## src/hw/rtl/cng_pkg.sv

```systemverilog
// Shared constants and types for the comfort noise generator.
package cng_pkg;

  localparam int HIST_DEPTH = 7;
  localparam int NUM_COEF   = 4;

  localparam logic signed [31:0] LP_COEF [NUM_COEF] = '{
    32'sd115, 32'sd373, 32'sd961, 32'sd1440
  };

  localparam logic [31:0] INIT_LEVEL_RST = 32'd1000;
  localparam logic [31:0] LOW_THR_RST    = 32'd6000;
  localparam logic [31:0] HIGH_THR_RST   = 32'd12000;

  localparam logic [1:0] REG_INIT_LEVEL = 2'd0;
  localparam logic [1:0] REG_LOW_THR    = 2'd1;
  localparam logic [1:0] REG_HIGH_THR   = 2'd2;

  typedef logic [1:0] shift_sel_t;
  localparam shift_sel_t SHIFT_25 = 2'd0;
  localparam shift_sel_t SHIFT_24 = 2'd1;
  localparam shift_sel_t SHIFT_23 = 2'd2;

  typedef logic signed [15:0] sample_t;
  typedef logic signed [5:0]  noise_t;

  localparam int OUT_W = 40;

endpackage

```

## src/hw/rtl/cng_fir.sv

```systemverilog
// Eight-tap symmetric lowpass filter with its sample history and output scaling.
module cng_fir (
  input  logic                clk,
  input  logic                rst_n,
  input  logic                shift_en,
  input  cng_pkg::sample_t    sample,
  input  cng_pkg::shift_sel_t shift_sel,
  output cng_pkg::noise_t     noise
);
  import cng_pkg::*;

  sample_t            hist_r [HIST_DEPTH];
  sample_t            taps   [HIST_DEPTH + 1];
  logic signed [31:0] prod   [NUM_COEF];
  logic signed [16:0] pair   [NUM_COEF];
  logic signed [31:0] acc;

  always_comb begin
    taps[0] = sample;
    for (int i = 0; i < HIST_DEPTH; i++) begin
      taps[i + 1] = hist_r[i];
    end
    acc = '0;
    for (int k = 0; k < NUM_COEF; k++) begin
      pair[k] = 17'(taps[k]) + 17'(taps[HIST_DEPTH - k]);
      prod[k] = 32'(pair[k]) * LP_COEF[k];
      acc     = acc + prod[k];
    end
  end

  always_comb begin
    case (shift_sel)
      SHIFT_25: noise = acc[30:25];
      SHIFT_24: noise = acc[29:24];
      SHIFT_23: noise = acc[28:23];
      default:  noise = acc[30:25];
    endcase
  end

  always_ff @(posedge clk) begin
    if (!rst_n) begin
      for (int i = 0; i < HIST_DEPTH; i++) begin
        hist_r[i] <= '0;
      end
    end else if (shift_en) begin
      hist_r[0] <= sample;
      for (int i = 1; i < HIST_DEPTH; i++) begin
        hist_r[i] <= hist_r[i - 1];
      end
    end
  end

endmodule

```

## src/hw/rtl/cng_obuf.sv

```systemverilog
// Two-entry result buffer: an output register backed by a skid register.
module cng_obuf #(
  parameter int W = 40
) (
  input  logic         clk,
  input  logic         rst_n,
  input  logic         in_valid,
  output logic         in_ready,
  input  logic [W-1:0] in_data,
  output logic         out_valid,
  input  logic         out_ready,
  output logic [W-1:0] out_data
);

  logic         out_valid_r;
  logic [W-1:0] out_data_r;
  logic         skid_valid_r;
  logic [W-1:0] skid_data_r;
  logic         load;
  logic         out_free;

  assign in_ready  = !skid_valid_r;
  assign load      = in_valid && in_ready;
  assign out_free  = !out_valid_r || out_ready;
  assign out_valid = out_valid_r;
  assign out_data  = out_data_r;

  always_ff @(posedge clk) begin
    if (!rst_n) begin
      out_valid_r  <= 1'b0;
      skid_valid_r <= 1'b0;
    end else if (out_free) begin
      if (skid_valid_r) begin
        out_valid_r  <= 1'b1;
        skid_valid_r <= 1'b0;
      end else begin
        out_valid_r <= load;
      end
    end else if (load) begin
      skid_valid_r <= 1'b1;
    end
  end

  always_ff @(posedge clk) begin
    if (out_free) begin
      if (skid_valid_r) begin
        out_data_r <= skid_data_r;
      end else if (load) begin
        out_data_r <= in_data;
      end
    end else if (load) begin
      skid_data_r <= in_data;
    end
  end

endmodule

```

## src/hw/rtl/comfort_noise_generator_unit.sv

```systemverilog
// Top level of the comfort noise generator with background level tracking.
//
// Input transactions carry one sample on in_tdata. in_tuser selects the
// mode: low measures a speech sample, high turns the sample, taken as a raw
// white-noise value, into one comfort noise sample. in_tlast marks the last
// speech sample of a frame, where the tracked noise level is updated.
// Every input transaction yields exactly one output transaction holding the
// scaled filter output (zero in measure mode) and the tracked level.
// The result is registered, and one transaction can be accepted every cycle
// while the skid register is empty. The filter and the level update
// are evaluated in the cycle of acceptance.
// When the receiver stalls, one further result is held in a skid register,
// after which in_tready drops until the output drains.
// Reset clears the filter history and the frame sum, restores the register
// defaults and loads the tracked level with the reset default of the initial level.
// A write to the initial level register reloads the tracked level at once.
module comfort_noise_generator_unit (
  input  logic        clk,
  input  logic        rst_n,
  input  logic        in_tvalid,
  output logic        in_tready,
  input  logic [15:0] in_tdata,   // [15:0] sample
  input  logic        in_tuser,   // [0] mode
  input  logic        in_tlast,
  output logic        out_tvalid,
  input  logic        out_tready,
  output logic [39:0] out_tdata,  // [5:0] noise_out, [37:6] noise_level, [39:38] zero
  input  logic        cfg_wen,
  input  logic [1:0]  cfg_index,
  input  logic [31:0] cfg_wdata
);
  import cng_pkg::*;

  logic [31:0] low_thr_r;
  logic [31:0] high_thr_r;
  logic [31:0] sum_r;
  logic [31:0] level_r;
  logic [31:0] sum_nxt;
  logic [31:0] level_nxt;

  logic        accept;
  logic        gen;
  sample_t     sample;
  logic [16:0] sample_ext;
  logic [16:0] mag;
  logic [31:0] sum_add;
  logic [31:0] twice;
  logic [31:0] mix;
  shift_sel_t  shift_sel;
  noise_t      fir_noise;
  noise_t      noise_out;
  logic [OUT_W-1:0] result;

  assign accept     = in_tvalid && in_tready;
  assign gen        = in_tuser;
  assign sample     = in_tdata;
  assign sample_ext = {sample[15], sample};
  assign mag        = sample[15] ? (17'd0 - sample_ext) : sample_ext;
  assign sum_add    = sum_r + {15'd0, mag};
  assign twice      = {level_r[30:0], 1'b0};
  assign mix        = sum_add + {level_r[26:0], 5'd0} - level_r;

  always_comb begin
    if (level_r < low_thr_r) begin
      shift_sel = SHIFT_25;
    end else if (level_r < high_thr_r) begin
      shift_sel = SHIFT_24;
    end else begin
      shift_sel = SHIFT_23;
    end
  end

  always_comb begin
    sum_nxt   = sum_r;
    level_nxt = level_r;
    if (accept && !gen) begin
      if (in_tlast) begin
        sum_nxt = '0;
        if (sum_add < twice) begin
          level_nxt = {5'd0, mix[31:5]};
        end
      end else begin
        sum_nxt = sum_add;
      end
    end
  end

  cng_fir u_fir (
    .clk       (clk),
    .rst_n     (rst_n),
    .shift_en  (accept && gen),
    .sample    (sample),
    .shift_sel (shift_sel),
    .noise     (fir_noise)
  );

  assign noise_out = gen ? fir_noise : '0;
  assign result    = {2'd0, level_nxt, noise_out};

  always_ff @(posedge clk) begin
    if (!rst_n) begin
      low_thr_r    <= LOW_THR_RST;
      high_thr_r   <= HIGH_THR_RST;
      level_r      <= INIT_LEVEL_RST;
      sum_r        <= '0;
    end else begin
      sum_r   <= sum_nxt;
      level_r <= level_nxt;
      if (cfg_wen) begin
        case (cfg_index)
          REG_INIT_LEVEL: level_r <= cfg_wdata;
          REG_LOW_THR:  low_thr_r  <= cfg_wdata;
          REG_HIGH_THR: high_thr_r <= cfg_wdata;
          default: ;
        endcase
      end
    end
  end

  cng_obuf #(
    .W (OUT_W)
  ) u_obuf (
    .clk       (clk),
    .rst_n     (rst_n),
    .in_valid  (in_tvalid),
    .in_ready  (in_tready),
    .in_data   (result),
    .out_valid (out_tvalid),
    .out_ready (out_tready),
    .out_data  (out_tdata)
  );

endmodule

```

## config.mk

```make
export PLATFORM = sky130hd
export DESIGN_NAME = comfort_noise_generator_unit
export DESIGN_NICKNAME = d
export VERILOG_FILES = /design/src/hw/rtl/cng_pkg.sv /design/src/hw/rtl/cng_fir.sv /design/src/hw/rtl/cng_obuf.sv /design/src/hw/rtl/comfort_noise_generator_unit.sv
export SDC_FILE = /design/constraint.sdc
export NUM_CORES = 2
export LEC_CHECK = 0
export ABC_AREA = 1
export BUFFER_PORTS_ARGS = -buffer_cell sky130_fd_sc_hd__buf_2
export CORE_ASPECT_RATIO = 2
export CORE_UTILIZATION = 55
export CTS_BUF_LIST = sky130_fd_sc_hd__clkbuf_8 sky130_fd_sc_hd__clkbuf_16
export DETAILED_ROUTE_END_ITERATION = 10
export GPL_ROUTABILITY_DRIVEN = 0
export PLACE_DENSITY = 0.77
export SKIP_LAST_GASP = 1
export SLEW_MARGIN = 20
export SYNTH_ARGS = -nofsm -noshare
export SYNTH_HDL_FRONTEND = slang
export SYNTH_SLANG_ARGS = --single-unit
```

## constraint.sdc

```tcl
create_clock -name clk -period 24.2 [get_ports clk]
set_input_delay 7.26 -clock clk [delete_from_list [all_inputs] [get_ports clk]]
set_output_delay 7.26 -clock clk [all_outputs]
set_load 0.01 [all_outputs]
```

==> metrics.txt <==
# TYPE chip_impl_metric gauge
chip_impl_metric{name="min_period",unit="ns"} 14.96
chip_impl_metric{name="placement.io_buffers",unit=""} 96
chip_impl_metric{name="grt_first_pass_wirelength",unit="mm"} 162
chip_impl_info{name="yosys_most_used_dff",value="edfxtp_1"} 1
chip_impl_metric{name="cts-resized-gates",unit=""} 0
chip_impl_metric{name="core.rowCount",unit=""} 130
chip_impl_info{name="commonest_cells_after_routing_fill_and_taps_aside",value="inv_1 (917), nand2_1 (832), ha_1 (475)"} 1
chip_impl_metric{name="stdcell_count",unit=""} 5345
chip_impl_metric{name="synthesis.area_per_instance",unit="um^2"} 7.89
chip_impl_metric{name="clk-insertion-delay-late",unit="ns"} 0.65
chip_impl_metric{name="place_worst_setup_slack",unit="ns"} 8.81
chip_impl_metric{name="h-tree-depth",unit=""} 1
chip_impl_metric{name="average_routed_wire_per_standard_cell",unit="um"} 19.8
chip_impl_metric{name="grt_max_degree",unit=""} 79
chip_impl_metric{name="routed_via_density",unit=""} 5.62
chip_impl_metric{name="cts_post_setup_buffers_inserted",unit=""} 0
chip_impl_metric{name="ys_async_sr_fraction",unit=""} 0
chip_impl_metric{name="dieArea",unit="um^2"} 64800
chip_impl_metric{name="timing.final.max_slew_violations",unit=""} 0
chip_impl_metric{name="report.final.hold_viol_count",unit=""} 0
chip_impl_info{name="yosys.area.top_type",value="ha_1"} 1
chip_impl_metric{name="via_count_of_the_first_global_routing_pass",unit=""} 30896
chip_impl_metric{name="finClkSkew",unit="ns"} 0.0330
chip_impl_info{name="grt_most_used_layer",value="met2"} 1
chip_impl_metric{name="synth.cell_area",unit="um^2"} 35100
chip_impl_metric{name="period_share",unit=""} 0.618
chip_impl_metric{name="antenna_left",unit=""} 0
chip_impl_metric{name="die_w",unit="um"} 181
chip_impl_metric{name="finalSetupViolations",unit=""} 0
chip_impl_metric{name="synth.yosys.warnings",unit=""} 0
chip_impl_info{name="min_path_type",value="reg -> reg"} 1
chip_impl_info{name="tritoncts_clock_tree",value="done"} 1
chip_impl_metric{name="cts_hold_buffers",unit=""} 0
chip_impl_info{name="clk_root_buffer_cell",value="clkbuf_16"} 1
chip_impl_metric{name="worstMarginPinSlew",unit="ns"} 1.09
chip_impl_metric{name="boundaryPins",unit=""} 99
chip_impl_info{name="start_kind",value="input port"} 1
chip_impl_metric{name="design.final.nets",unit=""} 5319
chip_impl_info{name="yosys-top-cells-area",value="ha_1 (17%), edfxtp_1 (16%), fa_1 (15%), inv_1 (9.7%), nand2_1 (8.9%)"} 1
chip_impl_metric{name="floorplan.initialDensity",unit=""} 0.557
chip_impl_info{name="rsz0062_at_grt",value="false"} 1
chip_impl_metric{name="die_h",unit="um"} 359
chip_impl_metric{name="cpPeakStageDelay",unit="ns"} 0.71
chip_impl_info{name="critical_path.endpoint_type",value="register"} 1
chip_impl_metric{name="numClockSinks",unit=""} 318
chip_impl_metric{name="max_freq",unit="GHz"} 0.0669
chip_impl_metric{name="finalWorstSetupSlack",unit="ns"} 9.24
chip_impl_metric{name="first_pass_iters",unit=""} 7
chip_impl_metric{name="grt_antenna_before_repair",unit=""} 10
chip_impl_info{name="outcome",value="finished clean"} 1
chip_impl_metric{name="ys_types",unit=""} 58
chip_impl_metric{name="detailroute.via_count",unit=""} 30063
chip_impl_metric{name="area.growth.synth_to_final",unit="%"} 6.82
chip_impl_metric{name="core_area",unit="um^2"} 62900
chip_impl_metric{name="timing.critical_path.fanout_max",unit=""} 5
chip_impl_metric{name="synth_top_area_frac",unit=""} 0.169
chip_impl_metric{name="globalRouteMet1Util",unit=""} 0.286
chip_impl_info{name="timing.critical_path.slowest_stage_cell",value="xor2_1"} 1
chip_impl_metric{name="grtUsageMet3",unit=""} 0.0601
chip_impl_metric{name="timing.critical_path.required",unit="ns"} 24.58
chip_impl_metric{name="critPathArrivalTime",unit="ns"} 15.34
chip_impl_metric{name="clkTransAtPathRegs",unit="ns"} 0.07
chip_impl_metric{name="fin_util",unit=""} 0.595
chip_impl_metric{name="overflow",unit=""} 0
chip_impl_info{name="crit_top_cell",value="nand2_1"} 1
chip_impl_metric{name="cts_made_buffers",unit=""} 31
chip_impl_metric{name="track_usage",unit=""} 0.330
chip_impl_metric{name="detailed_place_hpwl",unit="mm"} 86.4
chip_impl_metric{name="final_layout_size_suffix_gt1_frac",unit=""} 0.0473
chip_impl_metric{name="synth-seq-cells",unit=""} 318
chip_impl_metric{name="drc",unit=""} 0
chip_impl_metric{name="dp.cells",unit=""} 5284
chip_impl_metric{name="synth-edff-count",unit=""} 188
chip_impl_metric{name="max-cap-violations",unit=""} 0
chip_impl_metric{name="finalSetupTns",unit="ns"} 0
chip_impl_metric{name="clk_path_buf_depth",unit=""} 3
chip_impl_metric{name="post_synth_inst_count",unit=""} 4447
chip_impl_metric{name="use_met2",unit=""} 0.598
chip_impl_info{name="worstSetupPathType",value="in -> reg"} 1
chip_impl_info{name="final_common_cell",value="inv_1"} 1
chip_impl_metric{name="detailedRoute.firstIterationViolations",unit=""} 1693
chip_impl_metric{name="routed_wl",unit="mm"} 106
chip_impl_metric{name="slew_headroom",unit=""} 0.271
chip_impl_metric{name="synth-seq-area-share",unit=""} 0.235
[critical path: cells and delay by family]
family / cells / cell delay [ns]
buffers and inverters: 9 / 0.59
adder cells (fa/ha/maj): 8 / 3.08
XOR/XNOR: 2 / 0.91
AND/OR/NAND/NOR: 16 / 2.09
AO/OA/AOI/OAI: 7 / 1.41
[synthesized netlist by cell type, types with 31 or more instances]
library cell  count
nand4_1          31
o21ai_0         178
ha_1            475
a21oi_1         364
nor2_1          346
xnor2_1          63
nand3_1         159
dfxtp_1         130
edfxtp_1        188
xor2_1          131
o21ai_1          33
nor3_1           46
fa_1            262
nand2_1         833
inv_1           910
clkbuf_1         55
[worst paths after layout]
kind                            slack, ns                        startpoint                      endpoint  cells after the start
worst min-delay path                 0.47        low_thr_r[22]$_SDFFE_PN0P_    low_thr_r[22]$_SDFFE_PN0P_                      2
worst min register to register       0.47        low_thr_r[22]$_SDFFE_PN0P_    low_thr_r[22]$_SDFFE_PN0P_                      2
worst max register to register      13.52  u_fir.hist_r[0][0]$_SDFFCE_PN0P_  u_obuf.out_data[1]$_DFFE_PP_                     41
worst max-delay path                 9.24                       in_tdata[2]  u_obuf.out_data[1]$_DFFE_PP_                     42
[registers in the layout, indices dropped and copies added (netlist names)]
register and count:
u_fir.hist_r 112, u_obuf.out_data 38, u_obuf.skid_data_r 38, high_thr_r 32
level_r 32, low_thr_r 32, sum_r 32, u_obuf.out_valid 1
u_obuf.skid_valid_r 1
[logic make-up (layout without fill, tap and decap cells)]
logic type | count (synthesis) | after routing | synth area share
and+or+nand+nor | 1468 | 1468 | 0.171
buffers and inverters | 991 | 1092 | 0.107
adders and majority gates | 737 | 737 | 0.319
AOI/OAI and AO/OA | 732 | 732 | 0.116
DFF | 318 | 318 | 0.235
xor gates and xnor gates | 200 | 200 | 0.0515
other | 1 | 6 | 0.000107
[metal layers]
metal,vias to the layer above,routed length [um]
met4,10,14100
met2,1060,53100
li1,14427,-
met1,14015,33000
met5,-,65
met3,551,5620
[per-stage QoR]
stage / hold slack [ns] / area (um^2)
floorplan: 0.435 / 35100
global placement: 0.448 / 36400
detailed placement: 0.453 / 36400
CTS: 0.463 / 37500
global route: 0.483 / 37500
finish: 0.466 / 37500
[cell type report]
| type | count | area (um^2) |
|---|---|---|
| diodes | 3 | 7.51 |
| multi-input cells | 3140 | 23100 |
| repair buffers | 111 | 593 |
| clock inverters | 22 | 171 |
| well taps | 792 | 991 |
| flip-flops and latches | 318 | 8250 |
| fillers | 5582 | 25500 |
| clock buffers | 36 | 856 |
| inverters | 923 | 3470 |
Power is left out: the tool's default activity adds up to more than one toggle a clock period on the data nets, which glitch-free logic cannot reach.
